==> src/rtl/dlfd_pkg.sv <==
// Shared constants, result type and modulo-100 helper for the decimal-length frame deframer.
`timescale 1ns / 1ps

package dlfd_pkg;

    localparam logic [7:0] START_BYTE      = 8'h53;
    localparam int         SUM_MODULUS     = 100;
    localparam int         LENGTH_OVERHEAD = 5;
    localparam int         MIN_LENGTH      = 6;
    localparam logic [6:0] START_SUM       = 7'(START_BYTE % SUM_MODULUS);

    localparam logic [7:0] DIGIT_LO = 8'h30;
    localparam logic [7:0] DIGIT_HI = 8'h39;

    localparam logic [2:0] PH_HUNT = 3'd0;
    localparam logic [2:0] PH_LEN1 = 3'd1;
    localparam logic [2:0] PH_LEN2 = 3'd2;
    localparam logic [2:0] PH_DATA = 3'd3;
    localparam logic [2:0] PH_CK1  = 3'd4;
    localparam logic [2:0] PH_CK2  = 3'd5;

    localparam logic [1:0] KIND_PAYLOAD  = 2'd0;
    localparam logic [1:0] KIND_GOOD     = 2'd1;
    localparam logic [1:0] KIND_MISMATCH = 2'd2;
    localparam logic [1:0] KIND_FORMAT   = 2'd3;

    typedef struct packed {
        logic       emit;
        logic [1:0] kind;
        logic [7:0] payload;
        logic [6:0] checksum;
    } result_t;

    // Add a byte to a running sum that is already below 100, keep the result below 100.
    function automatic logic [6:0] add_mod100(input logic [6:0] sum, input logic [7:0] data);
        logic [8:0] total;
        total = {2'b00, sum} + {1'b0, data};
        if (total >= 9'(2 * SUM_MODULUS))
        begin
            total = total - 9'(2 * SUM_MODULUS);
        end
        if (total >= 9'(SUM_MODULUS))
        begin
            total = total - 9'(SUM_MODULUS);
        end
        return total[6:0];
    endfunction

endpackage

==> src/rtl/dlfd_core.sv <==
// Frame phase tracking, length and checksum decode for one byte per step.
`timescale 1ns / 1ps

module dlfd_core (
    input  logic                clk,
    input  logic                rst_n,
    input  logic                step_en,
    input  logic [7:0]          rx_byte,
    output dlfd_pkg::result_t   step_result
);

    logic [2:0] phase_reg,         phase_next;
    logic [3:0] first_digit_reg,   first_digit_next;
    logic [6:0] frame_length_reg,  frame_length_next;
    logic [6:0] payload_count_reg, payload_count_next;
    logic [6:0] running_sum_reg,   running_sum_next;

    logic       is_digit;
    logic [6:0] sum_added;
    logic [6:0] two_digit;
    logic [6:0] count_inc;
    logic [6:0] data_limit;

    assign is_digit   = rx_byte inside {[dlfd_pkg::DIGIT_LO : dlfd_pkg::DIGIT_HI]};
    assign sum_added  = dlfd_pkg::add_mod100(running_sum_reg, rx_byte);
    assign two_digit  = {first_digit_reg, 3'b000} + {2'b00, first_digit_reg, 1'b0}
                      + {3'b000, rx_byte[3:0]};
    assign count_inc  = payload_count_reg + 7'd1;
    assign data_limit = frame_length_reg - 7'(dlfd_pkg::LENGTH_OVERHEAD);

    always_comb
    begin
        phase_next         = phase_reg;
        first_digit_next   = first_digit_reg;
        frame_length_next  = frame_length_reg;
        payload_count_next = payload_count_reg;
        running_sum_next   = running_sum_reg;
        step_result        = '{emit: 1'b0, kind: dlfd_pkg::KIND_PAYLOAD,
                               payload: 8'd0, checksum: 7'd0};

        case (phase_reg)
            dlfd_pkg::PH_LEN1:
            begin
                if (!is_digit)
                begin
                    step_result = '{emit: 1'b1, kind: dlfd_pkg::KIND_FORMAT,
                                    payload: 8'd0, checksum: running_sum_reg};
                    phase_next  = dlfd_pkg::PH_HUNT;
                end
                else
                begin
                    first_digit_next = rx_byte[3:0];
                    running_sum_next = sum_added;
                    phase_next       = dlfd_pkg::PH_LEN2;
                end
            end
            dlfd_pkg::PH_LEN2:
            begin
                if (!is_digit)
                begin
                    step_result = '{emit: 1'b1, kind: dlfd_pkg::KIND_FORMAT,
                                    payload: 8'd0, checksum: running_sum_reg};
                    phase_next  = dlfd_pkg::PH_HUNT;
                end
                else
                begin
                    running_sum_next  = sum_added;
                    frame_length_next = two_digit;
                    if (two_digit < 7'(dlfd_pkg::MIN_LENGTH))
                    begin
                        // Too short to hold the header and checksum: the sum includes this digit.
                        step_result = '{emit: 1'b1, kind: dlfd_pkg::KIND_FORMAT,
                                        payload: 8'd0, checksum: sum_added};
                        phase_next  = dlfd_pkg::PH_HUNT;
                    end
                    else
                    begin
                        payload_count_next = 7'd0;
                        phase_next         = dlfd_pkg::PH_DATA;
                    end
                end
            end
            dlfd_pkg::PH_DATA:
            begin
                running_sum_next   = sum_added;
                payload_count_next = count_inc;
                if (count_inc >= data_limit)
                begin
                    phase_next = dlfd_pkg::PH_CK1;
                end
                step_result = '{emit: 1'b1, kind: dlfd_pkg::KIND_PAYLOAD,
                                payload: rx_byte, checksum: 7'd0};
            end
            dlfd_pkg::PH_CK1:
            begin
                if (!is_digit)
                begin
                    step_result = '{emit: 1'b1, kind: dlfd_pkg::KIND_FORMAT,
                                    payload: 8'd0, checksum: running_sum_reg};
                    phase_next  = dlfd_pkg::PH_HUNT;
                end
                else
                begin
                    first_digit_next = rx_byte[3:0];
                    phase_next       = dlfd_pkg::PH_CK2;
                end
            end
            dlfd_pkg::PH_CK2:
            begin
                phase_next = dlfd_pkg::PH_HUNT;
                if (!is_digit)
                begin
                    step_result = '{emit: 1'b1, kind: dlfd_pkg::KIND_FORMAT,
                                    payload: 8'd0, checksum: running_sum_reg};
                end
                else if (two_digit == running_sum_reg)
                begin
                    step_result = '{emit: 1'b1, kind: dlfd_pkg::KIND_GOOD,
                                    payload: 8'd0, checksum: running_sum_reg};
                end
                else
                begin
                    step_result = '{emit: 1'b1, kind: dlfd_pkg::KIND_MISMATCH,
                                    payload: 8'd0, checksum: running_sum_reg};
                end
            end
            default:
            begin
                // Hunt: drop everything but the start byte.
                phase_next = dlfd_pkg::PH_HUNT;
                if (rx_byte == dlfd_pkg::START_BYTE)
                begin
                    running_sum_next   = dlfd_pkg::START_SUM;
                    first_digit_next   = 4'd0;
                    frame_length_next  = 7'd0;
                    payload_count_next = 7'd0;
                    phase_next         = dlfd_pkg::PH_LEN1;
                end
            end
        endcase
    end

    always_ff @(posedge clk or negedge rst_n)
    begin
        if (!rst_n)
        begin
            phase_reg         <= dlfd_pkg::PH_HUNT;
            first_digit_reg   <= 4'd0;
            frame_length_reg  <= 7'd0;
            payload_count_reg <= 7'd0;
            running_sum_reg   <= 7'd0;
        end
        else if (step_en)
        begin
            phase_reg         <= phase_next;
            first_digit_reg   <= first_digit_next;
            frame_length_reg  <= frame_length_next;
            payload_count_reg <= payload_count_next;
            running_sum_reg   <= running_sum_next;
        end
    end

    a_phase_known: assert property (@(posedge clk) disable iff (!rst_n)
        phase_reg <= dlfd_pkg::PH_CK2)
        else $error("phase register holds an unused code");

    a_sum_range: assert property (@(posedge clk) disable iff (!rst_n)
        running_sum_reg < 7'(dlfd_pkg::SUM_MODULUS))
        else $error("running sum left the modulo-100 range");

    a_data_length: assert property (@(posedge clk) disable iff (!rst_n)
        phase_reg == dlfd_pkg::PH_DATA |-> (frame_length_reg >= 7'(dlfd_pkg::MIN_LENGTH)
                                            && payload_count_reg < data_limit))
        else $error("payload phase entered with a bad length or overran the count");

endmodule

==> src/rtl/decimal_length_frame_deframer.sv <==
// Top level of the decimal-length frame deframer: input register, decode core, result register.
`timescale 1ns / 1ps

// Decimal-length frame deframer. Feed received bytes one request at a time on the
// in_valid/in_ready channel; the block hunts for the start byte 'S', reads two ASCII
// length digits, passes (length - 5) payload bytes straight through as kind 0 results,
// then reads two ASCII checksum digits and ends the frame with one verdict result
// (kind 1 good, 2 checksum mismatch, 3 format error) that carries the byte sum modulo
// 100. Bytes that start or continue nothing give no result. Throughput is one byte per
// clock cycle while out_ready allows: the decode core is combinational between the input
// register and the result register, so the only limit is out_ready. An accepted byte
// waits in the input register; the core decodes it and loads the result register,
// which drives out_valid, once that register is empty or draining.
// in_ready stays high while the result register is empty or being drained.
module decimal_length_frame_deframer (
    input  logic       clk,
    input  logic       rst_n,
    input  logic       in_valid,
    output logic       in_ready,
    input  logic [7:0] rx_byte,
    output logic       out_valid,
    input  logic       out_ready,
    output logic [1:0] result_kind,
    output logic [7:0] payload_byte,
    output logic [6:0] computed_checksum
);

    // Input stage.
    logic       in_valid_reg, in_valid_next;
    logic [7:0] in_byte_reg;

    // Result stage.
    logic       out_valid_reg, out_valid_next;
    logic [1:0] kind_reg;
    logic [7:0] payload_reg;
    logic [6:0] checksum_reg;

    logic              out_free;
    logic              step_en;
    dlfd_pkg::result_t step_result;

    // The result register can take a new value when it is empty or drains this cycle.
    assign out_free = !out_valid_reg || out_ready;
    // Advance the held byte through the core whenever the result side can follow.
    assign step_en  = in_valid_reg && out_free;
    assign in_ready = !in_valid_reg || step_en;

    dlfd_core u_core (
        .clk         (clk),
        .rst_n       (rst_n),
        .step_en     (step_en),
        .rx_byte     (in_byte_reg),
        .step_result (step_result)
    );

    always_comb
    begin
        in_valid_next = in_valid_reg;
        if (in_valid && in_ready)
        begin
            in_valid_next = 1'b1;
        end
        else if (step_en)
        begin
            in_valid_next = 1'b0;
        end

        out_valid_next = out_valid_reg;
        if (step_en)
        begin
            // Bytes with no result leave the register empty once the old one drains.
            out_valid_next = step_result.emit;
        end
        else if (out_ready)
        begin
            out_valid_next = 1'b0;
        end
    end

    always_ff @(posedge clk or negedge rst_n)
    begin
        if (!rst_n)
        begin
            in_valid_reg  <= 1'b0;
            out_valid_reg <= 1'b0;
        end
        else
        begin
            in_valid_reg  <= in_valid_next;
            out_valid_reg <= out_valid_next;
        end
    end

    // Payload registers: load only, no reset needed.
    always_ff @(posedge clk)
    begin
        if (in_valid && in_ready)
        begin
            in_byte_reg <= rx_byte;
        end
        if (step_en && step_result.emit)
        begin
            kind_reg     <= step_result.kind;
            payload_reg  <= step_result.payload;
            checksum_reg <= step_result.checksum;
        end
    end

    assign out_valid         = out_valid_reg;
    assign result_kind       = kind_reg;
    assign payload_byte      = payload_reg;
    assign computed_checksum = checksum_reg;

    a_payload_fields: assert property (@(posedge clk) disable iff (!rst_n)
        out_valid && result_kind == dlfd_pkg::KIND_PAYLOAD |-> computed_checksum == 7'd0)
        else $error("payload result carries a nonzero checksum");

    a_verdict_fields: assert property (@(posedge clk) disable iff (!rst_n)
        out_valid && result_kind != dlfd_pkg::KIND_PAYLOAD
        |-> payload_byte == 8'd0 && computed_checksum < 7'(dlfd_pkg::SUM_MODULUS))
        else $error("verdict result carries bad payload or checksum");

    a_stall_source: assert property (@(posedge clk) disable iff (!rst_n)
        !in_ready |-> in_valid_reg && out_valid_reg && !out_ready)
        else $error("input stalled without a blocked result");

endmodule
==> config.mk <==
export PLATFORM = sky130hd
export DESIGN_NAME = decimal_length_frame_deframer
export DESIGN_NICKNAME = d
export VERILOG_FILES = /design/src/rtl/dlfd_pkg.sv /design/src/rtl/dlfd_core.sv /design/src/rtl/decimal_length_frame_deframer.sv
export SDC_FILE = /design/constraint.sdc
export NUM_CORES = 1
export LEC_CHECK = 0
export ABC_AREA = 0
export BUFFER_PORTS_ARGS = -buffer_cell sky130_fd_sc_hd__buf_2
export CORE_ASPECT_RATIO = 0.75
export CORE_MARGIN = 3
export CORE_UTILIZATION = 47
export CTS_BUF_LIST = sky130_fd_sc_hd__clkbuf_2
export CTS_CLUSTER_DIAMETER = 200
export CTS_CLUSTER_SIZE = 16
export DETAILED_ROUTE_END_ITERATION = 10
export SYNTH_ARGS = -nofsm -noshare
export SYNTH_HDL_FRONTEND = slang
export SYNTH_HIERARCHICAL = 1
export SYNTH_SLANG_ARGS = --single-unit
==> constraint.sdc <==
create_clock -name clk -period 5.1 [get_ports clk]
set_input_delay 0.51 -clock clk [delete_from_list [all_inputs] [get_ports clk]]
set_output_delay 0.51 -clock clk [all_outputs]
set_load 0.005 [all_outputs]
Word level (Yosys, flattened, before mapping). Index checks and enable logic that the tools add are counted.

Flip-flop bits (word level): 55. Output and inout bits: 19. Logic and storage cells: 96.

$add $sub $neg: 7. $lt $le $gt $ge: 6. Equal/unequal tests: 12. Muxes and demuxes: 31. Bitwise gates (word level): 4. Reductions and logical operators: 25.

Operators with widths (count): 2-to-1 mux 18 bit (4); case mux 18 bit (4 select lines) (1); 2-to-1 mux 7 bit (7); case mux 7 bit (3 select lines) (2); 2-to-1 mux 17 bit (1); case mux 3 bit (5 select lines) (1); case mux 7 bit (2 select lines) (1); AND reduction 4 bit (3); adder 7 x 8 -> 9 bit (1); >= comparator 9 x 7 -> 1 bit (second input constant) (1); >= comparator 9 x 8 -> 1 bit (second input constant) (1); 2-to-1 mux 3 bit (3); 2-to-1 mux 9 bit (1); subtractor 9 x 8 -> 9 bit (second input constant) (1); == test 8 x 7 -> 1 bit (second input constant) (1); >= comparator 8 x 6 -> 1 bit (second input constant) (1); less-or-equal comparator 8 x 6 -> 1 bit (second input constant) (1); 2-to-1 mux 4 bit (2); != test 2 x 1 -> 1 bit (second input constant) (4); case mux 4 bit (2 select lines) (1); nonzero test 2 bit (4); adder 7 x 1 -> 7 bit (second input constant) (1); adder 7 x 4 -> 7 bit (1); adder 7 x 5 -> 7 bit (1); other kinds (21) (40).

Longest topological paths before layout.
Depth after elaboration: 9. Mapped depth: 15. Mapped depth without buffers: 15.

Modules after synthesis. The synthesis kept the hierarchy.

By module, submodules not included: dlfd_core (instances 1, cells each 397, area each 3233.1 um2, seq. area each 700.7 um2); decimal_length_frame_deframer (instances 1, cells each 35, area each 862.1 um2, seq. area each 800.8 um2).

Worst setup path before layout. Ideal clock, no wire load.

Kind: reg2reg. From: register in_byte_reg[3]. To: register checksum_reg[0] (netlist: computed_checksum[0]), enable pin. Library setup time: 0.393 ns. Data arrival time: 3.343 ns. Required time: 4.707 ns. Slack: 1.364 ns. Cell stages (with the launch flop): 11. Path buffers: 0. Clock period less this slack: 3.736 ns. Cell sequence: edfxtp_1 > fa_1 > inv_1 > fa_1 > xor2_1 > nand3_1 > a211oi_1 > nor2_1 > a21oi_1 > nand2_1 > nor2b_1.

RTL lines: start, declared (RTL line decimal_length_frame_deframer.sv:30) `logic [7:0] in_byte_reg;`; start signal, assigned (RTL line decimal_length_frame_deframer.sv:99) `in_byte_reg <= rx_byte;`; end signal, assigned (RTL line decimal_length_frame_deframer.sv:105) `checksum_reg <= step_result.checksum;`; end, declared (RTL line decimal_length_frame_deframer.sv:36) `logic [6:0] checksum_reg;`.

==> flow_summary.json <==
{
  "outcome": "finished, final reports clean",
  "gp_congestion": 0.859,
  "crit_slowest_cell": "edfxtp_1",
  "ios": 31,
  "clockPowerShare_pct": 19.7,
  "die_width_um": 114,
  "dp_cells": 554,
  "cts-root-buf": "clkbuf_2",
  "critical_path.max_fanout": 6,
  "async_flop_share_pct": 54.5,
  "power.density_nw_per_um2": 223,
  "wl_um": 9920,
  "cap_violations": 0,
  "worst_slack_ps": 806,
  "fin_crit_ps": 4290,
  "rows": 28,
  "overflow": 0,
  "timing.fmax_mhz": 233,
  "synthDistinctLibCells": 83,
  "finClkSkew_ps": 22.8,
  "post_cts.resized_instances": 0,
  "gr-usage-all-layers_pct": 20.6,
  "worst_pin_slew_ps": 902,
  "htreeDepth": 2,
  "n_antenna_cell": 0,
  "die_area_um2": 9880,
  "synth_seq_cells": 55,
  "post-dp-hpwl_um": 7780,
  "total_power_uw": 973,
  "final_cells": 562,
  "path_buf_inv": 2,
  "slew_violations": 0,
  "core-area_um2": 8160,
  "setup_viol": 0,
  "fin_tns_setup_ps": 0,
  "hold_violations": 0,
  "cp-start-kind": "flip-flop",
  "cts_sinks": 55,
  "end_kind": "flip-flop",
  "synth_top_area_share_pct": 18.3,
  "path_class": "reg -> reg",
  "cts_tree": "built",
  "intPower_uw": 628,
  "netlist_area_um2": 4100,
  "yosysMostFrequentCell": "nand2_1",
  "synth-seq-area-share_pct": 36.7,
  "relSlewSlack_pct": 39.3,
  "fillers": 735,
  "multi_input_area_um2": 2460,
  "drive_gt1_share_pct": 16.6,
  "path_cells": "ha_1 > inv_1 > fa_1 > nand2b_4 > a21oi_1 > xnor2_1 > ha_1 > inv_1 > nor4_1 > o21ai_0 > o22ai_2 > and4bb_2 > nor4_1 > o21ai_0 > o21ai_1",
  "die_h_um": 86.8,
  "start_util_pct": 50.2,
  "clk_pin_slew_ps": 310,
  "switching_share_pct": 35.5,
  "crit_arrival_ps": 4640,
  "firstDrtPassIters": 5,
  "grt_max_degree": 31,
  "area_delta_synth_final_pct": 6.81,
  "netlist_top_cells_area": "dfrtp_1 (18%), edfxtp_1 (18%), ha_1 (7.3%)",
  "pwr-share-comb_pct": 30.3,
  "post-cts-setup-buffer-count": 0,
  "first_global_vias": 3019,
  "postCtsHoldBufs": 0,
  "syn_nets": 471,
  "regArea_um2": 1500,
  "yosys-top-cells-count": "nand2_1 (45), o21ai_0 (35), dfrtp_1 (30)",
  "netlist_instances": 432,
  "ys_warn_count": 6,
  "finalCritPeriodShare_pct": 84.2,
  "clkLatencyLatePin_ps": 490,
  "fin_nets": 495,
  "synth_edf_count": 25,
  "synth_area_leader_cell": "dfrtp_1",
  "drc_errors": 0,
  "drt_iter0_drc": 268,
  "clk_path_buf_depth": 2,
  "ir_drop_mv": 0.165,
  "antenna_found_initial": 0,
  "cpPeakStageDelay_ps": 530,
  "grt_pass1_wl_um": 16200,
  "vias": 3333,
  "ant_nets": 0,
  "via_per_inst": 5.93,
  "detail_route.wl_per_cell_um": 17.6,
  "cts_inserted_buffers": 5,
  "cp.required_ps": 5450,
  "rsz0062_at_grt": "false",
  "critPathTopFamily": "simple AND/OR/NAND/NOR gates",
  "p_switching_uw": 345,
  "p_leak_uw": 0.00188,
  "synth_flop_cell": "dfrtp_1",
  "seqPwrFrac_pct": 49.9,
  "preCtsSetupSlack_ps": 932,
  "hold_class": "in -> async",
  "synth_area_per_cell_um2": 9.48,
  "portBuffers": 30
}
## worst reg2reg max path, cell delays in order (launching register included)
cell	delay [ps]
edfxtp_1	530
ha_1	210
inv_1	50
fa_1	430
nand2b_4	200
a21oi_1	290
xnor2_1	200
ha_1	270
inv_1	90
nor4_1	500
o21ai_0	210
o22ai_2	230
and4bb_2	320
nor4_1	280
o21ai_0	150
o21ai_1	220
## power by group through the flow
stage / registers (uW) / clock network (uW) / logic (uW)
4_1_cts: 486 / 201 / 291
5_1_grt: 488 / 216 / 323
6_report: 486 / 192 / 295
3_3_place_gp: 494 / 0 / 287
2_1_floorplan: 487 / 0 / 234
3_5_place_dp: 494 / 0 / 289
## logic make-up after synthesis
group,share of synthesized area [%]
and+or+nand+nor,21.0
DFF,36.7
muxes,0.794
AOI/OAI and AO/OA,23.9
adders and majority gates,8.80
xor gates and xnor gates,5.53
buffers and inverters,3.36
## per-layer routing
layer	part of all wire, %	routed length (um)	global-route usage [%]
met4	0.66	65	3.13
met2	38	3720	26.2
met3	9.0	895	6.07
met5	0	0	0
met1	53	5230	34.1
## placed cells by master (no fill, tap or decap), types with 17 or more instances in the layout
cell / count
nand3_1: 23
buf_2: 30
nor2_1: 27
a21oi_1: 17
dfrtp_1: 30
edfxtp_1: 25
ha_1: 24
nand2_1: 45
inv_1: 17
o21ai_0: 35
## cell type report
cell class | count | share of cell area (%)
multi-input combinational | 344 | 56.1
sequential | 55 | 34.3
timing repair buffer | 32 | 3.78
clock buffer | 5 | 0.572
clock inverter | 3 | 0.629
tap | 105 | 3.00
inverter | 18 | 1.54
## path summary, 6_finish.rpt
check	slack (ps)	depth (start not counted)	endpoint	startpoint
setup / recovery	810	15	computed_checksum[4]	in_byte_reg[0]
hold / removal	0.2	1	u_core/payload_count_reg[3]	rst_n
setup reg to reg	810	15	computed_checksum[4]	in_byte_reg[0]
hold reg to reg	570	2	u_core/first_digit_reg[3]	u_core/first_digit_reg[3]
max in group asynchronous	4630	1	u_core/first_digit_reg[2]	rst_n
min in group clk	190	1	in_byte_reg[7]	rx_byte[7]
## per-stage QoR
step / util (%) / hold slack [ps] / instance area, um2
finish: 53.6 / 0.211 / 4370
global route: 53.6 / 8.20 / 4370
CTS: 53.6 / 5.42 / 4370
detailed placement: 52.9 / 518 / 4320
global placement: 52.9 / 504 / 4320
floorplan: - / 214 / 4100
Power figures use the tool's default switching activity.
